===== config.mk =====
export PLATFORM = sky130hd
export DESIGN_NAME = mtaf_adpcm_frame_decoder_top
export DESIGN_NICKNAME = d
export VERILOG_FILES = /design/src/rtl/mtaf_pkg.sv /design/src/rtl/mtaf_adpcm_frame_decoder_top.sv /design/src/rtl/mtaf_front.sv /design/src/rtl/mtaf_queue.sv /design/src/rtl/mtaf_back.sv
export SDC_FILE = /design/constraint.sdc
export NUM_CORES = 1
export LEC_CHECK = 0
export BUFFER_PORTS_ARGS = -buffer_cell sky130_fd_sc_hd__buf_2
export CORE_MARGIN = 1.5
export CORE_UTILIZATION = 65
export CTS_CLUSTER_SIZE = 16
export DETAILED_ROUTE_END_ITERATION = 6
export GPL_TIMING_DRIVEN = 0
export PLACE_DENSITY = 0.91
export RECOVER_POWER = 100
export SYNTH_ARGS = -nofsm -noshare
export SYNTH_HDL_FRONTEND = slang
export SYNTH_HIERARCHICAL = 1
export SYNTH_SLANG_ARGS = --single-unit

===== constraint.sdc =====
create_clock -name clock -period 14.65 [get_ports clock]
set_input_delay 1.465 -clock clock [delete_from_list [all_inputs] [get_ports clock]]
set_output_delay 1.465 -clock clock [all_outputs]
set_load 0.1 [all_outputs]

===== src/rtl/mtaf_pkg.sv =====
// Shared types, constants and the step magnitude table for the frame decoder.
// Used by every module of the block; depends on nothing.
`default_nettype none

package mtaf_pkg;

   // Frame layout
   localparam int HEADER_BYTES       = 16;
   localparam int CHANNEL_DATA_BYTES = 128;
   localparam int FRAME_BYTES        = HEADER_BYTES + 2 * CHANNEL_DATA_BYTES;
   localparam int POS_W              = $clog2(FRAME_BYTES + 1);

   // Step level range
   localparam int LEVEL_W   = 5;
   localparam int LEVEL_MAX = 31;
   localparam int MAG_W     = 13;

   // Command queue between front and back
   localparam int QUEUE_DEPTH = 4;
   localparam int QPTR_W      = $clog2(QUEUE_DEPTH);

   typedef enum logic [1:0] {
      OP_LOAD_STEP,
      OP_LOAD_HIST,
      OP_DECODE
   } op_type;

   typedef struct packed {
      op_type      op;
      logic [15:0] data;
   } cmd_type;

   // Front to back, through the queue
   typedef struct packed {
      logic    valid;
      cmd_type cmd;
   } qhead_type;

   // Magnitudes indexed by {level, code[2:0]}
   localparam logic [MAG_W-1:0] STEP_MAG [0:255] = '{
      13'd1,   13'd5,    13'd9,    13'd13,   13'd16,   13'd20,   13'd24,   13'd28,
      13'd2,   13'd6,    13'd11,   13'd15,   13'd20,   13'd24,   13'd29,   13'd33,
      13'd2,   13'd7,    13'd13,   13'd18,   13'd23,   13'd28,   13'd34,   13'd39,
      13'd3,   13'd9,    13'd15,   13'd21,   13'd28,   13'd34,   13'd40,   13'd46,
      13'd3,   13'd11,   13'd18,   13'd26,   13'd33,   13'd41,   13'd48,   13'd56,
      13'd4,   13'd13,   13'd22,   13'd31,   13'd40,   13'd49,   13'd58,   13'd67,
      13'd5,   13'd16,   13'd26,   13'd37,   13'd48,   13'd59,   13'd69,   13'd80,
      13'd6,   13'd19,   13'd31,   13'd44,   13'd57,   13'd70,   13'd82,   13'd95,
      13'd7,   13'd22,   13'd38,   13'd53,   13'd68,   13'd83,   13'd99,   13'd114,
      13'd9,   13'd27,   13'd45,   13'd63,   13'd81,   13'd99,   13'd117,  13'd135,
      13'd10,  13'd32,   13'd53,   13'd75,   13'd96,   13'd118,  13'd139,  13'd161,
      13'd12,  13'd38,   13'd64,   13'd90,   13'd115,  13'd141,  13'd167,  13'd193,
      13'd15,  13'd45,   13'd76,   13'd106,  13'd137,  13'd167,  13'd198,  13'd228,
      13'd18,  13'd54,   13'd91,   13'd127,  13'd164,  13'd200,  13'd237,  13'd273,
      13'd21,  13'd65,   13'd108,  13'd152,  13'd195,  13'd239,  13'd282,  13'd326,
      13'd25,  13'd77,   13'd129,  13'd181,  13'd232,  13'd284,  13'd336,  13'd388,
      13'd30,  13'd92,   13'd153,  13'd215,  13'd276,  13'd338,  13'd399,  13'd461,
      13'd36,  13'd109,  13'd183,  13'd256,  13'd329,  13'd402,  13'd476,  13'd549,
      13'd43,  13'd130,  13'd218,  13'd305,  13'd392,  13'd479,  13'd567,  13'd654,
      13'd52,  13'd156,  13'd260,  13'd364,  13'd468,  13'd572,  13'd676,  13'd780,
      13'd62,  13'd186,  13'd310,  13'd434,  13'd558,  13'd682,  13'd806,  13'd930,
      13'd73,  13'd221,  13'd368,  13'd516,  13'd663,  13'd811,  13'd958,  13'd1106,
      13'd87,  13'd263,  13'd439,  13'd615,  13'd790,  13'd966,  13'd1142, 13'd1318,
      13'd104, 13'd314,  13'd523,  13'd733,  13'd942,  13'd1152, 13'd1361, 13'd1571,
      13'd124, 13'd374,  13'd623,  13'd873,  13'd1122, 13'd1372, 13'd1621, 13'd1871,
      13'd148, 13'd445,  13'd743,  13'd1040, 13'd1337, 13'd1634, 13'd1932, 13'd2229,
      13'd177, 13'd531,  13'd885,  13'd1239, 13'd1593, 13'd1947, 13'd2301, 13'd2655,
      13'd210, 13'd632,  13'd1053, 13'd1475, 13'd1896, 13'd2318, 13'd2739, 13'd3161,
      13'd251, 13'd753,  13'd1255, 13'd1757, 13'd2260, 13'd2762, 13'd3264, 13'd3766,
      13'd299, 13'd897,  13'd1495, 13'd2093, 13'd2692, 13'd3290, 13'd3888, 13'd4486,
      13'd356, 13'd1068, 13'd1781, 13'd2493, 13'd3206, 13'd3918, 13'd4631, 13'd5343,
      13'd424, 13'd1273, 13'd2121, 13'd2970, 13'd3819, 13'd4668, 13'd5516, 13'd6365
   };

endpackage

`default_nettype wire


===== src/rtl/mtaf_adpcm_frame_decoder_top.sv =====
// Frame ADPCM decoder top level: front end, command queue, back end.
// Flow: a data byte is written into the queue as it is accepted; the back end then
// decodes its low nibble and then its high nibble into the result register.
// Throughput: one byte per cycle accepted while the queue has room; the back end
// decodes one nibble per cycle while the result register is free and applies a
// header field load from the queue; other bytes never enter the queue.
// Reset (synchronous, active high) clears the channel select, position, header
// latch, history, level, queue and result valid flag; the result data is not reset.
`default_nettype none

module mtaf_adpcm_frame_decoder_top
   import mtaf_pkg::*;
(
   input  wire logic          clock,
   input  wire logic          reset,
   input  wire logic          csr_we,
   input  wire logic [0:0]    csr_wdata,
   input  wire logic          req_push,
   output logic               req_full,
   input  wire logic [7:0]    req_frame_byte,
   input  wire logic          req_frame_start,
   output logic               rsp_empty,
   input  wire logic          rsp_pop,
   output logic signed [15:0] rsp_sample,
   output logic               rsp_last
);

   logic      accept;
   logic      cmd_push;
   cmd_type   cmd;
   qhead_type head;
   logic      q_pop;
   logic      q_full;
   logic      mid_byte;
   logic [15:0] sample;

   assign req_full   = q_full;
   assign accept     = req_push && !q_full;
   assign rsp_sample = sample;

   mtaf_front u_front (
      .clock       (clock),
      .reset       (reset),
      .csr_we      (csr_we),
      .csr_wdata   (csr_wdata),
      .accept      (accept),
      .frame_byte  (req_frame_byte),
      .frame_start (req_frame_start),
      .cmd_push    (cmd_push),
      .cmd         (cmd)
   );

   mtaf_queue u_queue (
      .clock    (clock),
      .reset    (reset),
      .push     (cmd_push),
      .push_cmd (cmd),
      .pop      (q_pop),
      .full     (q_full),
      .head     (head)
   );

   mtaf_back u_back (
      .clock      (clock),
      .reset      (reset),
      .head       (head),
      .pop        (q_pop),
      .mid_byte   (mid_byte),
      .rsp_empty  (rsp_empty),
      .rsp_pop    (rsp_pop),
      .rsp_sample (sample),
      .rsp_last   (rsp_last)
   );

   // Nothing is waiting for the consumer straight after reset
   assert property (@(posedge clock) reset |=> rsp_empty)
      else $error("result waiting after reset");

   // Halfway through a byte the queue head must still be that data byte
   assert property (@(posedge clock) disable iff (reset)
      mid_byte |-> (head.valid && head.cmd.op == OP_DECODE))
      else $error("high nibble pending without a data command");

   // A new result lands only after a decode; low nibble is followed by high
   assert property (@(posedge clock) disable iff (reset)
      (!rsp_empty && !rsp_last && rsp_pop) |-> mid_byte)
      else $error("low nibble sample taken with no high nibble pending");

endmodule

`default_nettype wire


===== src/rtl/mtaf_front.sv =====
// Front end: tracks the byte position in the frame, latches header fields and
// turns bytes of the selected channel into decoder commands. Uses mtaf_pkg.
`default_nettype none

module mtaf_front
   import mtaf_pkg::*;
(
   input  wire logic       clock,
   input  wire logic       reset,
   input  wire logic       csr_we,
   input  wire logic [0:0] csr_wdata,
   input  wire logic       accept,
   input  wire logic [7:0] frame_byte,
   input  wire logic       frame_start,
   output logic            cmd_push,
   output cmd_type         cmd
);

   localparam logic [POS_W-1:0] FRAME_END  = POS_W'(FRAME_BYTES);
   localparam logic [POS_W-1:0] HDR_END    = POS_W'(HEADER_BYTES);
   localparam logic [POS_W-1:0] DATA_LO_L  = POS_W'(HEADER_BYTES);
   localparam logic [POS_W-1:0] DATA_LO_R  = POS_W'(HEADER_BYTES + CHANNEL_DATA_BYTES);
   localparam logic [POS_W-1:0] DATA_LEN   = POS_W'(CHANNEL_DATA_BYTES);

   logic             chan_ff;
   logic [POS_W-1:0] pos_ff, pos_in;
   logic [7:0]       latch_ff, latch_in;

   logic [POS_W-1:0] pos;
   logic [POS_W-1:0] data_lo;
   logic [3:0]       hpos;
   logic [15:0]      word;
   logic             is_hdr;

   // Channel select register
   always_ff @(posedge clock) begin
      if (reset) begin
         chan_ff <= 1'b0;
      end else if (csr_we) begin
         chan_ff <= csr_wdata[0];
      end
   end

   // Classify the byte
   always_comb begin
      pos      = frame_start ? '0 : pos_ff;
      data_lo  = chan_ff ? DATA_LO_R : DATA_LO_L;
      hpos     = pos[3:0];
      is_hdr   = (pos < HDR_END);
      word     = {frame_byte, latch_ff};
      latch_in = latch_ff;
      pos_in   = (pos < FRAME_END) ? pos + POS_W'(1) : pos;
      cmd_push = 1'b0;
      cmd.op   = OP_DECODE;
      cmd.data = {8'h00, frame_byte};
      if (is_hdr) begin
         if (hpos == (4'd4 + {2'b00, chan_ff, 1'b0}) ||
             hpos == (4'd8 + {1'b0, chan_ff, 2'b00})) begin
            latch_in = frame_byte;
         end else if (hpos == (4'd5 + {2'b00, chan_ff, 1'b0})) begin
            cmd_push = 1'b1;
            cmd.op   = OP_LOAD_STEP;
            // clamp signed index to 0..31
            if (word[15]) begin
               cmd.data = 16'd0;
            end else if (word > 16'(LEVEL_MAX)) begin
               cmd.data = 16'(LEVEL_MAX);
            end else begin
               cmd.data = word;
            end
         end else if (hpos == (4'd9 + {1'b0, chan_ff, 2'b00})) begin
            cmd_push = 1'b1;
            cmd.op   = OP_LOAD_HIST;
            cmd.data = word;
         end
      end else if (pos >= data_lo && (pos - data_lo) < DATA_LEN) begin
         cmd_push = 1'b1;
      end
      cmd_push = cmd_push & accept;
   end

   // Position and header latch
   always_ff @(posedge clock) begin
      if (reset) begin
         pos_ff   <= '0;
         latch_ff <= 8'h00;
      end else if (accept) begin
         pos_ff   <= pos_in;
         latch_ff <= latch_in;
      end
   end

endmodule

`default_nettype wire


===== src/rtl/mtaf_queue.sv =====
// Short command queue between the front and back ends.
// Uses mtaf_pkg for the command type and depth.
`default_nettype none

module mtaf_queue
   import mtaf_pkg::*;
(
   input  wire logic clock,
   input  wire logic reset,
   input  wire logic push,
   input  cmd_type   push_cmd,
   input  wire logic pop,
   output logic      full,
   output qhead_type head
);

   cmd_type         slot_ff [QUEUE_DEPTH];
   logic [QPTR_W:0] wr_ff, wr_in;
   logic [QPTR_W:0] rd_ff, rd_in;
   logic            do_push, do_pop;

   always_comb begin
      full      = (wr_ff[QPTR_W] != rd_ff[QPTR_W]) &&
                  (wr_ff[QPTR_W-1:0] == rd_ff[QPTR_W-1:0]);
      head.valid = (wr_ff != rd_ff);
      head.cmd   = slot_ff[rd_ff[QPTR_W-1:0]];
      do_push    = push && !full;
      do_pop     = pop && head.valid;
      wr_in      = do_push ? wr_ff + (QPTR_W+1)'(1) : wr_ff;
      rd_in      = do_pop ? rd_ff + (QPTR_W+1)'(1) : rd_ff;
   end

   // Pointers
   always_ff @(posedge clock) begin
      if (reset) begin
         wr_ff <= '0;
         rd_ff <= '0;
      end else begin
         wr_ff <= wr_in;
         rd_ff <= rd_in;
      end
   end

   // Storage
   always_ff @(posedge clock) begin
      if (do_push) begin
         slot_ff[wr_ff[QPTR_W-1:0]] <= push_cmd;
      end
   end

endmodule

`default_nettype wire


===== src/rtl/mtaf_back.sv =====
// Back end: applies header loads and decodes data bytes one nibble per cycle
// into a result register while it is free; uses mtaf_pkg types, step table.
`default_nettype none

module mtaf_back
   import mtaf_pkg::*;
(
   input  wire logic   clock,
   input  wire logic   reset,
   input  qhead_type   head,
   output logic        pop,
   output logic        mid_byte,
   output logic        rsp_empty,
   input  wire logic   rsp_pop,
   output logic [15:0] rsp_sample,
   output logic        rsp_last
);

   logic [15:0]        hist_ff, hist_in;
   logic [LEVEL_W-1:0] level_ff, level_in;
   logic               phase_ff, phase_in;
   logic               out_valid_ff, out_valid_in;
   logic [15:0]        sample_ff;
   logic               last_ff;

   logic               slot_free;
   logic               decode_now;
   logic [3:0]         code;
   logic [MAG_W-1:0]   mag;
   logic signed [16:0] sum;
   logic [15:0]        sat;
   logic signed [6:0]  move;
   logic signed [6:0]  lv;

   // Nibble arithmetic
   always_comb begin
      code = phase_ff ? head.cmd.data[7:4] : head.cmd.data[3:0];
      mag  = STEP_MAG[{level_ff, code[2:0]}];
      if (code[3]) begin
         sum = $signed({hist_ff[15], hist_ff}) - $signed({4'b0000, mag});
      end else begin
         sum = $signed({hist_ff[15], hist_ff}) + $signed({4'b0000, mag});
      end
      if (sum[16] != sum[15]) begin
         sat = sum[16] ? 16'h8000 : 16'h7fff;
      end else begin
         sat = sum[15:0];
      end
      if (code[2]) begin
         move = $signed({4'b0000, code[1:0], 1'b0}) + 7'sd2;
      end else begin
         move = -7'sd1;
      end
      lv = $signed({2'b00, level_ff}) + move;
   end

   // Command sequencing
   always_comb begin
      slot_free    = !out_valid_ff || rsp_pop;
      decode_now   = 1'b0;
      pop          = 1'b0;
      hist_in      = hist_ff;
      level_in     = level_ff;
      phase_in     = phase_ff;
      out_valid_in = out_valid_ff && !rsp_pop;
      if (head.valid) begin
         case (head.cmd.op)
            OP_LOAD_STEP: begin
               pop      = 1'b1;
               level_in = head.cmd.data[LEVEL_W-1:0];
            end
            OP_LOAD_HIST: begin
               pop     = 1'b1;
               hist_in = head.cmd.data;
            end
            OP_DECODE: begin
               if (slot_free) begin
                  decode_now   = 1'b1;
                  out_valid_in = 1'b1;
                  hist_in      = sat;
                  if (lv < 0) begin
                     level_in = '0;
                  end else if (lv > 7'(LEVEL_MAX)) begin
                     level_in = LEVEL_W'(LEVEL_MAX);
                  end else begin
                     level_in = lv[LEVEL_W-1:0];
                  end
                  phase_in = !phase_ff;
                  pop      = phase_ff;
               end
            end
            default: begin
               pop = 1'b1;
            end
         endcase
      end
   end

   // Decoder state
   always_ff @(posedge clock) begin
      if (reset) begin
         hist_ff      <= 16'h0000;
         level_ff     <= '0;
         phase_ff     <= 1'b0;
         out_valid_ff <= 1'b0;
      end else begin
         hist_ff      <= hist_in;
         level_ff     <= level_in;
         phase_ff     <= phase_in;
         out_valid_ff <= out_valid_in;
      end
   end

   // Result register
   always_ff @(posedge clock) begin
      if (decode_now) begin
         sample_ff <= sat;
         last_ff   <= phase_ff;
      end
   end

   assign mid_byte   = phase_ff;
   assign rsp_empty  = !out_valid_ff;
   assign rsp_sample = sample_ff;
   assign rsp_last   = last_ff;

endmodule

`default_nettype wire


== After elaboration in Yosys (flattened, before gate mapping) ==
Memory sizes are Yosys's and may differ from the RTL's. A register that Yosys moved wholly into a read port is not among the register bits.
Cells that the tools add are included.

* Add/subtract/negate cells: 12
* Multipliers: 0
* Divide/modulo/power cells: 0
* Magnitude comparators: 8
* Equality and inequality tests: 11
* Shift operators: 0
* Multiplexer cells: 40
* Bitwise logic cells: 2
* Reduce and logical (&&, ||, !) cells: 19

{| class="wikitable"
|+ Operators by type and width
! cell !! number
|-
| $mux W18 || 4
|-
| $mux W16 || 4
|-
| $pmux W16 S2 || 1
|-
| $mux W13 || 2
|-
| $mux W9 || 2
|-
| $add A16 B14 Y17 || 1
|-
| $mux W17 || 1
|-
| $sub A16 B14 Y17 || 1
|-
| $eq A4 B4 Y1 || 4
|-
| $gt A16 B5 Y1 const B || 1
|-
| $mux W1 || 16
|-
| $mux W15 || 1
|-
| $mux W5 || 3
|-
| $reduce_and A3 Y1 || 4
|-
| $pmux W5 S2 || 1
|-
| $add A9 B1 Y9 const B || 1
|-
| $ge A9 B9 Y1 || 1
|-
| $ge A9 B9 Y1 const B || 1
|-
| $lt A9 B5 Y1 const B || 1
|-
| $lt A9 B8 Y1 const B || 1
|-
| $lt A9 B9 Y1 const B || 1
|-
| $not A8 Y9 || 1
|-
| $sub A9 B9 Y9 || 1
|-
| $add A3 B2 Y4 const A || 2
|-
| 22 further kinds || 36
|}

* Register bits: 64
* Bits in latches: 0
* Memory bits (writable): 72
* Bits in read-only memories: 3328
* Bits of input ports: 15
* Output and inout bits: 19
* Word-level logic and storage cells: 105
* Memories kept: 2

{| class="wikitable"
|+ Memories
! memory !! depth !! bits a word !! rd ports !! clocked after memory_dff !! wr ports !! line !! source
|-
| (no name shown) || 256 || 13 || 1 || 0 || 0 || mtaf_back.sv:38 || <nowiki>mag = STEP_MAG[{level_ff, code[2:0]}];</nowiki>
|-
| u_queue.slot_ff || 4 || 18 || 1 || 1 || 1 || mtaf_queue.sv:17 || <nowiki>cmd_type slot_ff [QUEUE_DEPTH];</nowiki>
|}

== Longest topological paths before layout ==
* Word-level depth: 11
* Mapped depth: 32
* Gate-level depth less buffers: 28

== Cells and area by module ==
The synthesis kept the hierarchy.

{| class="wikitable"
|+ By module, submodules not included
! module !! instances !! cells each !! area an instance (µm²) !! seq. area each (µm²)
|-
| mtaf_back || 1 || 746 || 5674.2 || 970.9
|-
| mtaf_queue || 1 || 163 || 3156.8 || 2322.2
|-
| mtaf_front || 1 || 165 || 1307.5 || 360.3
|-
| mtaf_adpcm_frame_decoder_top || 1 || 1 || 13.8 || 0.0
|}

== Worst setup path before layout ==
No wires, ideal clock.

* Kind: flip-flop to flip-flop
* Start: reg with a tool-made name
* End: reg u_back.hist_ff[0]
* Setup time: 0.075 ns
* Arrival: 6.494 ns
* Data required time: 14.575 ns
* Setup slack: 8.081 ns
* Cell stages (with the launch flop): 32
* Path buffers: 4
* Clock period less this slack: 6.569 ns
* Cell sequence: dfxtp_1 > buf_2 > mux4_2 > mux2i_4 > inv_2 > buf_4 > buf_4 > buf_4 > ha_1 > nor2b_1 > a211oi_1 > a2111oi_0 > o31ai_1 > nor3_1 > nand3_1 > nor4_1 > nand3_1 > o21ai_0 > xnor2_1 > ha_1 > nand2_1 > o21ai_0 > nand2_1 > nand3_1 > a31oi_1 > nor2b_1 > o21ai_0 > o31a_1 > xnor2_1 > inv_1 > maj3_1 > o21ai_0

{| class="wikitable"
|+ RTL lines
! what !! line !! source
|-
| to (signal assigned) || mtaf_back.sv:107 || <nowiki>hist_ff <= hist_in;</nowiki>
|-
| to (decl) || mtaf_back.sv:19 || <nowiki>logic [15:0] hist_ff, hist_in;</nowiki>
|}

==> out/qor.log <==
[outcome] failing checks design-rule violations, max-capacitance violations, max-slew violations
[sta] hold slack final 0.472 ns
[power_and_ir_drop] leakage power 3.97 nW
[logic_synthesis] number of standard cells after synthesis 1075
[clock_tree] number of gates given a new drive strength after cts 0
[sta] post-layout min period 10.57 ns
[drt] Detailed Routing Iterations Pass 1 7
[place] area of placed instances 0.0106 mm^2
[grt] wire length of the first global-routing pass 57800 um
[drt] Total Wirelength 38200 um
[layout] finished layout cell area 0.0111 mm^2
[setup_path] critical path launch point type register
[sta] Max Clk Rate 0.0946 GHz
[logic_synthesis] Synthesis Warnings 6
[sta] relative slew slack -15.1%
[logic_synthesis] sequential-to-total area share from yosys stat 36.0%
[layout] Fillers 1000
[sta] Max Transition Viols Final 48
[sta] count of final setup violators 0
[drt] via count normalized by instance count 7.77
[logic_synthesis] cell area after technology mapping 0.0102 mm^2
[drt] DRC violations left 7
[layout] share of final-layout standard cells stronger than drive strength 1 8.76%
[floorplan] I/O pins 34
[outcome] status finished with violations
[grt] largest net degree at the start of global routing 19
[logic_synthesis] average cell area after synthesis 9.44 um^2
[clock_tree] source-to-sink clock delay at the later pin of the worst-skew pair 0.44 ns
[logic_synthesis] most instantiated flip-flop cell in the synthesis netlist sky130_fd_sc_hd__edfxtp_1
[worst_hold_path] Hold WC Path Type register to register
[setup_path] combined buffer and inverter count along the critical path 6
[sta] final critical-path share of the clock period 72.1%
[clock_tree] Clock Tree Buf Depth 2
[place] final RePlAce weighted congestion 1.04
[clock_tree] TritonCTS clock tree yes
[setup_path] Max stage delay cell, worst path sky130_fd_sc_hd__mux2i_1
[grt] via count of the first global-routing pass 9768
[floorplan] die area 0.0164 mm^2
[setup_path] largest fanout on the critical path 11
[setup_path] required time worst endpoint 14.98 ns
[layout] Area growth syn-to-layout 8.95%
[clock_tree] post-CTS setup repair buffer count 0
[sta] RSZ-0062 raised after global routing false
[setup_path] CP delay by family, top buffers and inverters
[layout] Sequential cell area 0.00365 mm^2
[setup_path] Setup CP Type register to register
[logic_synthesis] number of enable-type register cells in the synthesized netlist 89
[layout] # diodes 0
[clock_tree] CTS buffer count 17
[logic_synthesis] library cells used by synthesis 85
[sta] sum of negative setup slack 0 ns
[place] final HPWL from detailed placement 26000 um
[grt] sum of overflow across all layers after global routing 0
[sta] hold violation count in the final report 0
[floorplan] Core Rows 45
[place] count of input and output buffers 33
[setup_path] Critical Path Sink Type register
[layout] combined area of the multi-input logic cells 0.00597 mm^2
[drt] wire length per cell 28.8 um
[flow_run] maximum capacitance violations 5
[drt] routed vias 10327
[setup_path] peak per-stage delay on the critical path 0.74 ns
[floorplan] die span in x 128 um
[logic_synthesis] synthesis-stage register bit count 138
[clock_tree] clock edge transition at the registers on the reported setup and hold paths 0.07 ns
[layout] post-layout util 72.8%
[floorplan] effective utilization at floorplan 66.8%
[setup_path] arrival time reported for the critical path endpoint 10.89 ns
[layout] # nets final 1192
[floorplan] Die Y-Extent 128 um
[clock_tree] total number of clock tree sinks 138
[clock_tree] clock root buffer sky130_fd_sc_hd__clkbuf_16
[power_and_ir_drop] worst voltage drop across the vdd grid 0.0944 mV
[grt] antenna violations before repair 0
[floorplan] area of the core 0.0152 mm^2
[power_and_ir_drop] Tot Pwr 1.46 mW
[clock_tree] H-tree depth 4
[clock_tree] number of buffers inserted by hold repair at cts 0
[grt] all-layer global routing usage 47.6%
[logic_synthesis] nets in the synthesized netlist 1139
[drt] antenna-violating nets left 0
[power_and_ir_drop] Cell Pwr Density 132 mW/mm^2
[drt] DRC marker count from the first detailed-route iteration 1838
[sta] actual transition at the worst max-transition pin 1.72 ns
[logic_synthesis] ys async rst share 0%
[sta] worst clock skew on the final layout 0.0160 ns
## area by class of cell
type                    count  area share [%]
multi-input cells         818            54.0
clock buffers              17            3.85
repair buffers             34            1.29
plain buffers              71            2.67
well taps                 188            2.13
inverters                  48            1.63
flip-flops and latches    138            33.0
clock inverters            15            1.41
## cell families after synthesis
| logic type | after synthesis | share of synthesized area [%] |
|---|---|---|
| flops | 138 | 36.0 |
| mux | 62 | 9.27 |
| buf+inv | 119 | 4.82 |
| fa+ha+maj | 61 | 7.43 |
| xor+xnor | 39 | 3.36 |
| simple gates | 344 | 17.6 |
| compound gates | 312 | 21.5 |
## metal layers
| metal | wire [um] | GRT usage [%] | vias to the layer above |
|---|---|---|---|
| met5 | 0 | 0 | - |
| met3 | 5180 | 14.7 | 300 |
| li1 | - | - | 4224 |
| met2 | 16500 | 73.3 | 1061 |
| met1 | 13400 | 57.9 | 4742 |
| met4 | 3100 | 30.9 | 0 |
## report_power, final
part	internal, mW	leakage [nW]	switching (mW)	total [mW]
logic	0.209	2.44	0.364	0.573
clock network	0.240	0.286	0.191	0.431
registers	0.443	1.24	0.0135	0.457
total	0.892	3.97	0.568	1.46
## registers in the layout, summed over array words and instances, names as in the netlist, named ones only
name                 cells
u_back/out_valid_ff      1
u_back/level_ff          5
u_back/rsp_sample       16
u_front/latch_ff         8
u_back/rsp_last          1
u_front/chan_ff          1
u_back/mid_byte          1
u_queue/slot_ff         72
u_queue/rd_ff            3
u_front/pos_ff           9
u_back/hist_ff          16
u_queue/wr_ff            3
## synthesized netlist by cell type (12+ instances only)
cell type                  instances  area (um^2)
sky130_fd_sc_hd__edfxtp_1         89         2670
sky130_fd_sc_hd__nand2_1          76          285
sky130_fd_sc_hd__nor2_1           72          270
sky130_fd_sc_hd__a21oi_1          58          290
sky130_fd_sc_hd__o21ai_0          57          285
sky130_fd_sc_hd__dfxtp_1          49          981
sky130_fd_sc_hd__clkbuf_1         48          180
sky130_fd_sc_hd__ha_1             47          588
sky130_fd_sc_hd__inv_1            42          158
sky130_fd_sc_hd__nor3_1           33          165
sky130_fd_sc_hd__nand3_1          32          160
sky130_fd_sc_hd__a31oi_1          29          181
sky130_fd_sc_hd__mux2i_1          29          290
sky130_fd_sc_hd__xnor2_1          25          219
sky130_fd_sc_hd__mux4_2           22          495
sky130_fd_sc_hd__nor2b_1          21          131
sky130_fd_sc_hd__o211ai_1         21          158
sky130_fd_sc_hd__nand2b_1         20          125
sky130_fd_sc_hd__a211oi_1         19          143
sky130_fd_sc_hd__xor2_1           14          123
sky130_fd_sc_hd__and3_1           12         75.1
sky130_fd_sc_hd__nor4b_1          12          105
## per-stage QoR
step,setup WS [ns],cells
floorplan,8.08,1075
global placement,5.94,1296
detailed placement,5.80,1297
CTS,5.63,1329
global route,3.73,1329
finish,4.08,1329
## cell usage in the layout, fill, tap and decap left out, types with 7 or more instances in the layout
cell type,n
sky130_fd_sc_hd__nand2b_1,20
sky130_fd_sc_hd__inv_1,43
sky130_fd_sc_hd__nand4_1,10
sky130_fd_sc_hd__mux2i_1,30
sky130_fd_sc_hd__nor2_1,72
sky130_fd_sc_hd__maj3_1,12
sky130_fd_sc_hd__clkbuf_16,17
sky130_fd_sc_hd__a31oi_1,29
sky130_fd_sc_hd__buf_2,20
sky130_fd_sc_hd__nor3b_1,10
sky130_fd_sc_hd__dfxtp_1,49
sky130_fd_sc_hd__nor4b_1,12
sky130_fd_sc_hd__a21o_1,8
sky130_fd_sc_hd__clkbuf_1,76
sky130_fd_sc_hd__o21ai_0,57
sky130_fd_sc_hd__o2111ai_1,8
sky130_fd_sc_hd__a211oi_1,20
sky130_fd_sc_hd__o31ai_1,9
sky130_fd_sc_hd__nand3_1,32
sky130_fd_sc_hd__xnor2_1,25
sky130_fd_sc_hd__o2bb2ai_1,7
sky130_fd_sc_hd__mux4_2,22
sky130_fd_sc_hd__o211ai_1,21
sky130_fd_sc_hd__ha_1,47
sky130_fd_sc_hd__nor2b_1,21
sky130_fd_sc_hd__a21oi_1,58
sky130_fd_sc_hd__nor4_1,12
sky130_fd_sc_hd__o21a_1,11
sky130_fd_sc_hd__nor3_1,33
sky130_fd_sc_hd__and2_0,7
sky130_fd_sc_hd__nand2_1,76
sky130_fd_sc_hd__edfxtp_1,89
sky130_fd_sc_hd__and3_1,12
sky130_fd_sc_hd__xor2_1,14
## final timing paths
path                            start             endpoint  slack, ns  depth (start not counted)
setup / recovery             register    u_back/hist_ff[7]       4.08                         31
hold / removal    u_front/latch_ff[2]  u_front/latch_ff[2]       0.47                          2
setup reg to reg             register    u_back/hist_ff[7]       4.08                         31
hold reg to reg   u_front/latch_ff[2]  u_front/latch_ff[2]       0.47                          2
## worst reg2reg max path, delay by kind of cell (launching register included)
kind,cells,cell delay [ns]
xor gates and xnor gates,2,0.76
adders and majority gates,2,0.93
DFF,1,0.31
buffers and inverters,6,2.56
muxes,2,1.22
and+or+nand+nor,9,2.22
AOI/OAI and AO/OA,10,2.45
Power figures use the tool's default switching activity.
